===== config.mk =====
export PLATFORM = sky130hd
export DESIGN_NAME = bounded_array_list_engine_unit
export DESIGN_NICKNAME = d
export VERILOG_FILES = /design/src/bal_pkg.sv /design/src/bounded_array_list_engine_unit.sv /design/src/bal_cell.sv
export VERILOG_INCLUDE_DIRS = /design/src /design/src/src
export SDC_FILE = /design/constraint.sdc
export NUM_CORES = 2
export LEC_CHECK = 0
export ABC_AREA = 0
export BUFFER_PORTS_ARGS = -buffer_cell sky130_fd_sc_hd__buf_2
export CORE_UTILIZATION = 58
export CTS_BUF_LIST = sky130_fd_sc_hd__clkbuf_8
export CTS_CLUSTER_SIZE = 24
export DETAILED_ROUTE_END_ITERATION = 16
export GPL_TIMING_DRIVEN = 0
export PLACE_DENSITY = 0.78
export SLEW_MARGIN = 20
export SYNTH_ARGS = -nofsm -noshare
export SYNTH_HDL_FRONTEND = slang
export SYNTH_HIERARCHICAL = 1
export SYNTH_SLANG_ARGS = --single-unit

===== constraint.sdc =====
create_clock -name clk -period 7.2 [get_ports clk]
set_input_delay 1.8 -clock clk [delete_from_list [all_inputs] [get_ports clk]]
set_output_delay 1.8 -clock clk [all_outputs]
set_load 0.02 [all_outputs]

===== src/bounded_array_list_engine_unit_assert.svh =====
// ============================================================================
// Assertion macros for the bounded array list engine
// Shared concurrent assertion forms, clocked and disabled during reset.
// ============================================================================
`ifndef BOUNDED_ARRAY_LIST_ENGINE_UNIT_ASSERT_SVH
`define BOUNDED_ARRAY_LIST_ENGINE_UNIT_ASSERT_SVH

// The consequent must hold in the same cycle as the antecedent.
`define BAL_ASSERT_SAME(label, clk, rst_n, ante, cons) \
    label: assert property (@(posedge clk) disable iff (!rst_n) (ante) |-> (cons)) \
        else $error("bal assertion failed");

// The consequent must hold in the cycle after the antecedent.
`define BAL_ASSERT_NEXT(label, clk, rst_n, ante, cons) \
    label: assert property (@(posedge clk) disable iff (!rst_n) (ante) |=> (cons)) \
        else $error("bal assertion failed");

`endif


===== src/bal_pkg.sv =====
// ============================================================================
// bal_pkg
// Constants, codes and shared types of the bounded array list engine.
// ============================================================================
package bal_pkg;

    localparam int DEPTH  = 16;
    localparam int IDX_W  = (DEPTH > 1) ? $clog2(DEPTH) : 1;
    localparam int CNT_W  = $clog2(DEPTH + 1);
    localparam int DATA_W = 32;

    // Fixed widths of the result fields.
    localparam int REQ_W   = 3;
    localparam int STAT_W  = 2;
    localparam int POS_W   = 4;
    localparam int RCNT_W  = 5;
    localparam int LEN_W   = 5;

    typedef enum logic [REQ_W-1:0] {
        REQ_PUSH_BACK  = 3'd0,
        REQ_PUSH_FRONT = 3'd1,
        REQ_POP_FRONT  = 3'd2,
        REQ_POP_BACK   = 3'd3,
        REQ_SEARCH     = 3'd4,
        REQ_REMOVE_ALL = 3'd5
    } req_t;

    typedef enum logic [STAT_W-1:0] {
        ST_OK       = 2'd0,
        ST_FULL     = 2'd1,
        ST_EMPTY    = 2'd2,
        ST_NOTFOUND = 2'd3
    } status_t;

    typedef enum logic {
        S_IDLE,
        S_SCAN
    } state_t;

    // Movement command broadcast to every cell of the chain.
    typedef struct packed {
        logic shift_up;
        logic shift_down;
    } cell_ctl_t;

endpackage


===== src/bounded_array_list_engine_unit.sv =====
// ============================================================================
// bounded_array_list_engine_unit
// Bounded ordered list of 32-bit words with deque, search and remove-all.
// ============================================================================
// The list lives in a chain of DEPTH cells, entry 0 at the front. Insert at
// back or front and remove from front or back need no scan: the
// transaction is accepted, and its result is presented on the next cycle,
// so these requests run back to back while the result side keeps up.
// Search and remove-all rotate the list once through cell 0, one entry per
// cycle, comparing the front word and writing kept words behind the unscanned
// part; such a transaction occupies the block until every entry present
// when it was accepted has been scanned (no scan when the list is empty).
// The request side is stalled while a rotation runs or an unread result
// would otherwise be overwritten.
`include "bounded_array_list_engine_unit_assert.svh"

module bounded_array_list_engine_unit (
    input  logic                               clk,
    input  logic                               rst_n,
    input  logic                               req_valid,
    output logic                               req_stall,
    input  logic [bal_pkg::REQ_W-1:0]          req_type,
    input  logic signed [bal_pkg::DATA_W-1:0]  value,
    output logic                               rsp_valid,
    input  logic                               rsp_stall,
    output logic [bal_pkg::STAT_W-1:0]         status,
    output logic signed [bal_pkg::DATA_W-1:0]  data,
    output logic [bal_pkg::POS_W-1:0]          position,
    output logic [bal_pkg::RCNT_W-1:0]         removed_count,
    output logic [bal_pkg::LEN_W-1:0]          length
);

    localparam int DEPTH  = bal_pkg::DEPTH;
    localparam int IDX_W  = bal_pkg::IDX_W;
    localparam int CNT_W  = bal_pkg::CNT_W;
    localparam int DATA_W = bal_pkg::DATA_W;

    bal_pkg::state_t            state_reg, state_next;
    logic [CNT_W-1:0]           count_reg, count_next;
    logic [CNT_W-1:0]           rem_reg, rem_next;
    logic [CNT_W-1:0]           kept_reg, kept_next;
    logic [IDX_W-1:0]           idx_reg, idx_next;
    logic                       found_reg, found_next;
    logic [IDX_W-1:0]           first_reg, first_next;
    logic                       remall_reg, remall_next;
    logic [DATA_W-1:0]          val_reg, val_next;

    logic                       rsp_valid_reg, rsp_valid_next;
    logic [bal_pkg::STAT_W-1:0] status_reg, status_next;
    logic [DATA_W-1:0]          data_reg, data_next;
    logic [bal_pkg::POS_W-1:0]  position_reg, position_next;
    logic [bal_pkg::RCNT_W-1:0] removed_reg, removed_next;
    logic [bal_pkg::LEN_W-1:0]  length_reg, length_next;

    bal_pkg::cell_ctl_t         ctl;
    logic                       wr_en;
    logic [IDX_W-1:0]           wr_idx;
    logic [DATA_W-1:0]          wdata;
    logic [DATA_W-1:0]          cell_q [DEPTH];
    logic [DEPTH-1:0]           sel;

    logic                       accept;
    logic                       full;
    logic                       empty;
    logic [CNT_W-1:0]           count_dec;
    logic [CNT_W-1:0]           slot;
    logic                       hit;
    logic                       keep;
    logic                       any_hit;
    logic [IDX_W-1:0]           first_hit;

    // ------------------------------------------------------------------
    // Cell chain
    // ------------------------------------------------------------------
    genvar gi;
    generate
        for (gi = 0; gi < DEPTH; gi++)
        begin : g_cell
            logic [DATA_W-1:0] lower_w;
            logic [DATA_W-1:0] upper_w;

            if (gi == 0)
            begin : g_first
                assign lower_w = '0;
            end
            else
            begin : g_mid_lo
                assign lower_w = cell_q[gi-1];
            end

            if (gi == DEPTH - 1)
            begin : g_last
                assign upper_w = '0;
            end
            else
            begin : g_mid_hi
                assign upper_w = cell_q[gi+1];
            end

            assign sel[gi] = wr_en && (wr_idx == IDX_W'(gi));

            bal_cell u_cell (
                .clk   (clk),
                .ctl   (ctl),
                .sel   (sel[gi]),
                .wdata (wdata),
                .lower (lower_w),
                .upper (upper_w),
                .q     (cell_q[gi])
            );
        end
    endgenerate

    // ------------------------------------------------------------------
    // Control
    // ------------------------------------------------------------------
    assign req_stall = !((state_reg == bal_pkg::S_IDLE) && (!rsp_valid_reg || !rsp_stall));
    assign accept    = req_valid && !req_stall;
    assign full      = (count_reg == CNT_W'(DEPTH));
    assign empty     = (count_reg == '0);
    assign count_dec = count_reg - CNT_W'(1);

    // During a rotation the unscanned words sit in front of the kept ones;
    // after the shift the front word lands right behind the last kept word.
    assign slot      = rem_reg + kept_reg - CNT_W'(1);
    assign hit       = (cell_q[0] == val_reg);
    assign keep      = !remall_reg || !hit;
    assign any_hit   = found_reg || hit;
    assign first_hit = found_reg ? first_reg : idx_reg;

    always_comb
    begin
        state_next     = state_reg;
        count_next     = count_reg;
        rem_next       = rem_reg;
        kept_next      = kept_reg;
        idx_next       = idx_reg;
        found_next     = found_reg;
        first_next     = first_reg;
        remall_next    = remall_reg;
        val_next       = val_reg;
        rsp_valid_next = rsp_valid_reg;
        status_next    = status_reg;
        data_next      = data_reg;
        position_next  = position_reg;
        removed_next   = removed_reg;
        length_next    = length_reg;
        ctl            = '0;
        wr_en          = 1'b0;
        wr_idx         = '0;
        wdata          = value;

        if (rsp_valid_reg && !rsp_stall)
        begin
            rsp_valid_next = 1'b0;
        end

        case (state_reg)
            bal_pkg::S_IDLE:
            begin
                if (accept)
                begin
                    rsp_valid_next = 1'b1;
                    status_next    = bal_pkg::ST_OK;
                    data_next      = '0;
                    position_next  = '0;
                    removed_next   = '0;
                    length_next    = bal_pkg::LEN_W'(count_reg);
                    case (req_type)
                        bal_pkg::REQ_PUSH_BACK:
                        begin
                            if (full)
                            begin
                                status_next = bal_pkg::ST_FULL;
                            end
                            else
                            begin
                                wr_en         = 1'b1;
                                wr_idx        = count_reg[IDX_W-1:0];
                                count_next    = count_reg + CNT_W'(1);
                                position_next = bal_pkg::POS_W'(count_reg);
                                length_next   = bal_pkg::LEN_W'(count_reg + CNT_W'(1));
                            end
                        end
                        bal_pkg::REQ_PUSH_FRONT:
                        begin
                            if (full)
                            begin
                                status_next = bal_pkg::ST_FULL;
                            end
                            else
                            begin
                                ctl.shift_up = 1'b1;
                                wr_en        = 1'b1;
                                wr_idx       = '0;
                                count_next   = count_reg + CNT_W'(1);
                                length_next  = bal_pkg::LEN_W'(count_reg + CNT_W'(1));
                            end
                        end
                        bal_pkg::REQ_POP_FRONT:
                        begin
                            if (empty)
                            begin
                                status_next = bal_pkg::ST_EMPTY;
                            end
                            else
                            begin
                                ctl.shift_down = 1'b1;
                                data_next      = cell_q[0];
                                count_next     = count_dec;
                                length_next    = bal_pkg::LEN_W'(count_dec);
                            end
                        end
                        bal_pkg::REQ_POP_BACK:
                        begin
                            if (empty)
                            begin
                                status_next = bal_pkg::ST_EMPTY;
                            end
                            else
                            begin
                                data_next     = cell_q[count_dec[IDX_W-1:0]];
                                position_next = bal_pkg::POS_W'(count_dec);
                                count_next    = count_dec;
                                length_next   = bal_pkg::LEN_W'(count_dec);
                            end
                        end
                        bal_pkg::REQ_SEARCH, bal_pkg::REQ_REMOVE_ALL:
                        begin
                            if (empty)
                            begin
                                status_next = (req_type == bal_pkg::REQ_SEARCH)
                                              ? bal_pkg::ST_NOTFOUND : bal_pkg::ST_EMPTY;
                            end
                            else
                            begin
                                rsp_valid_next = 1'b0;
                                state_next     = bal_pkg::S_SCAN;
                                rem_next       = count_reg;
                                kept_next      = '0;
                                idx_next       = '0;
                                found_next     = 1'b0;
                                first_next     = '0;
                                remall_next    = (req_type == bal_pkg::REQ_REMOVE_ALL);
                                val_next       = value;
                            end
                        end
                        default:
                        begin
                            status_next = bal_pkg::ST_OK;
                        end
                    endcase
                end
            end
            bal_pkg::S_SCAN:
            begin
                ctl.shift_down = 1'b1;
                wr_en          = keep;
                wr_idx         = slot[IDX_W-1:0];
                wdata          = cell_q[0];
                kept_next      = kept_reg + CNT_W'(keep);
                rem_next       = rem_reg - CNT_W'(1);
                idx_next       = idx_reg + IDX_W'(1);
                if (hit && !found_reg)
                begin
                    found_next = 1'b1;
                    first_next = idx_reg;
                end
                if (rem_reg == CNT_W'(1))
                begin
                    state_next     = bal_pkg::S_IDLE;
                    rsp_valid_next = 1'b1;
                    removed_next   = '0;
                    length_next    = bal_pkg::LEN_W'(count_reg);
                    if (any_hit)
                    begin
                        status_next   = bal_pkg::ST_OK;
                        data_next     = val_reg;
                        position_next = bal_pkg::POS_W'(first_hit);
                        if (remall_reg)
                        begin
                            count_next   = kept_next;
                            removed_next = bal_pkg::RCNT_W'(count_reg - kept_next);
                            length_next  = bal_pkg::LEN_W'(kept_next);
                        end
                    end
                    else
                    begin
                        status_next   = bal_pkg::ST_NOTFOUND;
                        data_next     = '0;
                        position_next = '0;
                    end
                end
            end
            default:
            begin
                state_next = bal_pkg::S_IDLE;
            end
        endcase
    end

    always_ff @(posedge clk or negedge rst_n)
    begin
        if (!rst_n)
        begin
            state_reg     <= bal_pkg::S_IDLE;
            count_reg     <= '0;
            rsp_valid_reg <= 1'b0;
            rem_reg       <= '0;
            kept_reg      <= '0;
            found_reg     <= 1'b0;
        end
        else
        begin
            state_reg     <= state_next;
            count_reg     <= count_next;
            rsp_valid_reg <= rsp_valid_next;
            rem_reg       <= rem_next;
            kept_reg      <= kept_next;
            found_reg     <= found_next;
        end
    end

    always_ff @(posedge clk)
    begin
        idx_reg      <= idx_next;
        first_reg    <= first_next;
        remall_reg   <= remall_next;
        val_reg      <= val_next;
        status_reg   <= status_next;
        data_reg     <= data_next;
        position_reg <= position_next;
        removed_reg  <= removed_next;
        length_reg   <= length_next;
    end

    assign rsp_valid     = rsp_valid_reg;
    assign status        = status_reg;
    assign data          = data_reg;
    assign position      = position_reg;
    assign removed_count = removed_reg;
    assign length        = length_reg;

    // ------------------------------------------------------------------
    // Assertions
    // ------------------------------------------------------------------
    `BAL_ASSERT_SAME(a_count_bound, clk, rst_n, 1'b1, count_reg <= CNT_W'(DEPTH))
    `BAL_ASSERT_SAME(a_scan_no_rsp, clk, rst_n, state_reg == bal_pkg::S_SCAN, !rsp_valid_reg)
    `BAL_ASSERT_SAME(a_scan_fill, clk, rst_n, state_reg == bal_pkg::S_SCAN,
        (rem_reg != '0) && ({1'b0, rem_reg} + {1'b0, kept_reg} <= {1'b0, count_reg}))
    `BAL_ASSERT_NEXT(a_full_holds, clk, rst_n,
        accept && full && (req_type == bal_pkg::REQ_PUSH_BACK || req_type == bal_pkg::REQ_PUSH_FRONT),
        $stable(count_reg) && status_reg == bal_pkg::ST_FULL)

endmodule


===== src/bal_cell.sv =====
// ============================================================================
// bal_cell
// One storage cell of the list chain: holds, loads, or takes a neighbor's word.
// ============================================================================
module bal_cell (
    input  logic                        clk,
    input  bal_pkg::cell_ctl_t          ctl,
    input  logic                        sel,
    input  logic [bal_pkg::DATA_W-1:0]  wdata,
    input  logic [bal_pkg::DATA_W-1:0]  lower,
    input  logic [bal_pkg::DATA_W-1:0]  upper,
    output logic [bal_pkg::DATA_W-1:0]  q
);

    logic [bal_pkg::DATA_W-1:0] data_reg;
    logic [bal_pkg::DATA_W-1:0] data_next;

    // A direct write wins over the shift so a slot can take a new word
    // while the rest of the chain moves.
    always_comb
    begin
        data_next = data_reg;
        if (sel)
        begin
            data_next = wdata;
        end
        else if (ctl.shift_up)
        begin
            data_next = lower;
        end
        else if (ctl.shift_down)
        begin
            data_next = upper;
        end
    end

    always_ff @(posedge clk)
    begin
        data_reg <= data_next;
    end

    assign q = data_reg;

endmodule


# Word-level counts from Yosys, hierarchy flattened
# Index checks and enable logic that the tools add are counted.
# classes
n_addsub,8
multipliers,0
div,0
n_lt_le_gt_ge,1
eq_ne,28
shifts,0
muxes,131
bitwise,3
n_reduce_logical,55
# ops
cell,n
2-to-1 mux 32 bit,56
binary-select mux 32 bit (select 4 bit),1
one-hot mux 32 bit (2 select lines),2
2-to-1 mux 5 bit,16
one-hot mux 5 bit (2 select lines),5
2-to-1 mux 4 bit,12
nonzero test 3 bit,16
one-hot mux 4 bit (2 select lines),5
equality test 32 bit,1
equality test 4 bit (second input constant),8
2-to-1 mux 1 bit,21
logical AND 1 bit,20
equality test 4 x 3 -> 1 bit (second input constant),4
2-to-1 mux 2 bit,6
one-hot mux 1 bit (2 select lines),5
subtractor 5 x 1 -> 5 bit (second input constant),2
equality test 4 x 2 -> 1 bit (second input constant),2
AND reduction 4 bit,2
equality test 3 x 2 -> 1 bit (second input constant),2
equality test 3 bit (second input constant),2
logical NOT 1 bit,6
!= test 2 x 1 -> 1 bit (second input constant),3
one-hot mux 2 bit (3 select lines),1
OR reduction 2 bit,3
other kinds (21),25
# word_totals
reg_bits,619
latch_bits,0
ramBits,0
romBits,0
inputBits,39
out_inout_bits,50
wordCells,257
n_memories,0

# Longest topological paths before layout
# logic_depth
word_depth,9
mapped_depth,15
depth_no_buf,13

# Cells and area by module
# Netlist, hierarchy kept.
# by_module_without_submodules
mod,n_inst,cells_each,area_each_um2,seq_area_each_um2
bal_cell,16,140,1672.9,960.9
bounded_array_list_engine_unit,1,749,10034.6,3123.0

# Worst setup path after synthesis
# Ideal clock, no wire load.
# synth_timing
path_type,in2reg
from,input port req_type[2] (netlist bit)
to,"register g_cell[0].u_cell.data_reg (netlist bit g_cell[0].u_cell/q[0]), enable pin"
setup_ps,390
arrival_time_ps,5594
t_required_ps,6810
path_slack_ps,1216
cell_stages,5
path_buffers,3
cell_sequence,clkbuf_1 > clkbuf_1 > nor4_1 > buf_6 > or3_1
# synth_lines
item,line_no,source
from (decl),bounded_array_list_engine_unit.sv:22,"input logic [bal_pkg::REQ_W-1:0] req_type,"
to (signal assigned),bal_cell.sv:39,data_reg <= data_next;
to (decl),bal_cell.sv:15,logic [bal_pkg::DATA_W-1:0] data_reg;

# Worst setup path in the final report
# layout_timing
from,register count_reg[0]
to,"register data_reg[1], in the netlist data[1] (data pin)"
# layout_via
elab_chain_len,9
word_cells_on_any_way,11
cone_classes,add/sub: 1; mux: 8; bitwise: 1; reduce/logical: 1
# layout_lines
item,line_no,source
from (decl),bounded_array_list_engine_unit.sv:39,"logic [CNT_W-1:0] count_reg, count_next;"
from (signal assigned),bounded_array_list_engine_unit.sv:316,count_reg <= count_next;
subtractor 5 x 1 -> 5 bit,bounded_array_list_engine_unit.sv:121,assign count_dec = count_reg - CNT_W'(1);
NOT 4 -> 5 bit (not written as such),bounded_array_list_engine_unit.sv:222,data_next = cell_q[count_dec[IDX_W-1:0]];
binary-select mux 32 bit (select 4 bit),bounded_array_list_engine_unit.sv:222,
2-to-1 mux 32 bit (not written as such) (2 in series),bounded_array_list_engine_unit.sv:222,
2-to-1 mux 32 bit,bounded_array_list_engine_unit.sv:216,if (empty)
one-hot mux 32 bit (2 select lines) *,bounded_array_list_engine_unit.sv:169,case (req_type)
2-to-1 mux 32 bit *,bounded_array_list_engine_unit.sv:161,if (accept)
one-hot mux 32 bit (2 select lines) *,bounded_array_list_engine_unit.sv:158,case (state_reg)
net data_next[1],bounded_array_list_engine_unit.sv:50,"logic [DATA_W-1:0] data_reg, data_next;"
to (signal assigned),bounded_array_list_engine_unit.sv:331,data_reg <= data_next;
to (decl),bounded_array_list_engine_unit.sv:50,
# The timed path passes the listed nets; every way through them passes the cells marked *. The select of a mux whose other input is x is not followed.
# A chain may end at the register's enable or synchronous reset.

==> impl_metrics.csv <==
group,metric,value,unit
critical_path,r2r_cells,11,
detailed_routing,post_drt_via_cell_ratio,6.41,
timing,rsz0062_at_grt,"no",
global_routing,globalRoute.busiestLayer,"met2",
die,row_count,91,
clocking,cts.clk_slew.worst_paths,0.07,ns
global_routing,grt_util_met3,0.0520,
hold_path,number_of_instances_on_the_worst_hold_path,2,
finish,finalNetCount,3306,
finish,flow.area_growth_from_synthesis,10.3,%
detailed_routing,routed_wl,105000,um
global_routing,met1_usage,0.456,
timing,final.period_utilization,0.827,
clocking,maximum_clock_path_buffer_count,3,
finish,fillers,4615,
logic_synthesis,yosys_register_bits,619,
logic_synthesis,yosys_warnings,6,
timing,max_slew_margin,0.251,
finish,mostFrequentLayoutCell,"edfxtp_1",
timing,largest_clock_skew_in_the_final_design,0.0600,ns
place,area_post_placement,38600,um^2
logic_synthesis,postSynth.topFlopCell,"edfxtp_1",
finish,final_area,40600,um^2
job,max_cap_violations,0,
timing,final.min_clock_period,5.95,ns
clocking,h-tree-depth,3,
global_routing,first_global_vias,26063,
critical_path,most_used_cell_cp,"clkbuf_1",
logic_synthesis,share_of_the_synthesized_area_in_compound_gates_ao_oa_aoi_oai,0.0975,
logic_synthesis,mappedNetlistArea,36800,um^2
die,die-width,254,um
critical_path,setup.reg_to_reg.worst_slack,1.25,ns
detailed_routing,detail_route.wl_per_cell,25.2,um
global_routing,antenna_violations_before_repair,3,
detailed_routing,post-route-drc-count,0,
timing,drv_slew,0,
logic_synthesis,synthTopCellsByArea,"edfxtp_1 49%, mux2i_1 14%, mux4_2 9.8%, o21ai_1 6.6%, nand2_1 5.5%",
die,fp.dieH,254,um
logic_synthesis,number_of_synthesized_flops_with_an_enable_pin,601,
detailed_routing,route.antenna.remaining_nets,0,
logic_synthesis,netlist-cell-type-count,66,
pwr,power_per_cell_area,538,nW/um^2
hold_path,min_delay_worst_endpoint,"rsp_valid",
logic_synthesis,proportion_of_register_bits_with_asynchronous_set_or_reset_after_synthesis,0.0291,
critical_path,cp.required,7.65,ns
clocking,post_cts.repair.setup_buffers,0,
clocking,cts.hold.buffers_added,0,
critical_path,worst_path_dominant_cell_family,"buffers and inverters",
timing,setup_viol,0,
hold_path,min-delay-path-class,"flip-flop to flip-flop",
detailed_routing,dr.pass1.iters,7,
place,place_congestion,0.953,
critical_path,worstSetupPathType,"flip-flop to flip-flop",
clocking,clk-insertion-delay-late,0.73,ns
clocking,tritoncts,"done",
global_routing,grt_use_met2,0.516,
run_status,status,"completed",
finish,fraction_of_layout_instances_using_a_drive_strength_above_1,0.191,
timing,finalHoldViolations,0,
critical_path,setup.worst_path.end_class,"flip-flop",
logic_synthesis,synth_largest_area_cell,"edfxtp_1",
critical_path,max_stage_delay,0.86,ns
place,detailed_place_hpwl,83300,um
logic_synthesis,yosys.area_share.xor_xnor,0.0118,
critical_path,path_buf_inv,6,
logic_synthesis,syn-mean-instance-area,12.3,um^2
die,boundaryPins,89,
die,floorplan.initialDensity,0.592,
global_routing,grt_max_degree,58,
critical_path,crit_path_cell_chain,"buf_2 -> clkbuf_1 -> inv_1 -> ha_1 -> clkbuf_1 -> clkbuf_1 -> clkbuf_1 -> mux4_2 -> mux4_2 -> a22oi_1 -> o2bb2ai_1",
critical_path,critPathSlowestCell,"clkbuf_1",
finish,final_cell_mix,"601 x edfxtp_1, 543 x nand2_1, 516 x mux2i_1",
logic_synthesis,synth_mux_area_frac,0.248,
critical_path,timing.rr.start,"count_reg[0]",
pwr,leakage,0.0130,uW
timing,timing_worst_slew_pin_value,1.12,ns
logic_synthesis,dominant_combinational_cell_family_by_area_after_synthesis,"multiplexers",
detailed_routing,routed-via-count,26724,
clocking,cts_root_buf,"clkbuf_8",
clocking,numCtsBuffers,106,
timing,hold_ws,0.520,ns
critical_path,crit_path_start_kind,"flip-flop",
pwr,irDropWorstVdd,0.000302,V
timing,maxClockFrequency,0.168,GHz
place,io_buffers,87,
logic_synthesis,synth_top_area_share,0.490,
critical_path,crit_fanout,10,
global_routing,gr-usage-all-layers,0.327,
finish,fin_cells,4168,
clocking,post_cts_resize_count,0,
detailed_routing,detail_route.iter0.violations,3722,
die,fp.dieArea,64500,um^2
die,core_area,62200,um^2
global_routing,grt_pass1_wl,157000,um
logic_synthesis,synth-adder-area-share,0.00646,
logic_synthesis,post_synth_and_or_nand_nor_area_fraction,0.0755,
critical_path,capture_point_of_the_worst_reg_to_reg_path,"data[1]",
critical_path,worstPathArrival,6.40,ns
pwr,power.total,21800,uW
global_routing,grt-ovfl-total,0,
logic_synthesis,yosysSeqAreaShare,0.503,
logic_synthesis,post_synth_inst_count,2989,
clocking,tritoncts_num_sinks,619,
finish,flip_flop_count_of_the_largest_register_after_layout,512,
place,dp_cells,3980,
hold_path,worstHoldStart,"rsp_valid",
[Yosys cell counts, drive strengths merged (8+ instances only)]
library cell / number
a21oi: 16
a22oi: 34
buf: 192
clkbuf: 57
dfrtp: 18
edfxtp: 601
ha: 15
inv: 22
mux2: 33
mux2i: 516
mux4: 160
nand2: 543
nand3: 11
nand4: 8
nor2: 32
nor3: 21
o21ai: 522
o2bb2ai: 34
or3: 17
xnor2: 44
[power by group]
part / internal (uW) / total [uW] / switching (uW)
Clock: 1580 / 3070 / 1490
Combinational: 3740 / 10100 / 6320
Sequential: 7030 / 8700 / 1660
[worst max-delay path by stage]
stage | endpoint | start | slack, ns | depth (start not counted)
6_report | data[1] | count_reg[0] | 1.25 | 11
5_1_grt | data[1] | count_reg[0] | 1.23 | 11
4_1_cts | data[1] | count_reg[0] | 1.36 | 11
3_5_place_dp | data[1] | count_reg[0] | 1.41 | 11
3_3_place_gp | g_cell[2].u_cell/q[2] | count_reg[0] | -0.74 | 9
2_1_floorplan | g_cell[0].u_cell/q[0] | req_type[2] | 1.22 | 5
[cells by family (layout without fill, tap and decap cells)]
group / Yosys count / in the layout
buf+inv: 272 / 550
xor+xnor: 48 / 48
fa+ha+maj: 19 / 19
compound gates: 648 / 648
mux: 709 / 709
flops: 619 / 619
simple gates: 673 / 673
other cells: 1 / 65
[cell type report]
| cell class | instances | area (um^2) | share of cell area |
|---|---|---|---|
| Antenna cell | 1 | 2.50 | 0.0000617 |
| Buffer | 249 | 2030 | 0.0501 |
| Clock buffer | 112 | 1540 | 0.0380 |
| Clock inverter | 75 | 445 | 0.0110 |
| Inverter | 23 | 86.3 | 0.00213 |
| Multi-Input combinational cell | 2161 | 16500 | 0.405 |
| Sequential cell | 619 | 18500 | 0.456 |
| Tap cell | 837 | 1050 | 0.0258 |
| Timing Repair Buffer | 91 | 470 | 0.0116 |
[metal layers]
| layer | wire, um | vias to the layer above |
|---|---|---|
| li1 | - | 11846 |
| met1 | 42300 | 12987 |
| met2 | 48300 | 1705 |
| met3 | 10800 | 182 |
| met4 | 3700 | 4 |
| met5 | 28 | - |
[per-stage QoR]
stage          worst slack, ns   util  setup TNS (ns)
6_report                  1.25  0.653               0
5_1_grt                   1.23  0.653               0
4_1_cts                   1.36  0.653               0
3_5_place_dp              1.41  0.621               0
3_3_place_gp            -0.737  0.620         -342.77
2_1_floorplan             1.22      -               0
[tightest hold or removal path: cells and delay by family (launching register included)]
kind	cells	cell delay (ns)
DFF	1	0.36
and+or+nand+nor	2	0.12
(Power assumes the default switching activity.)
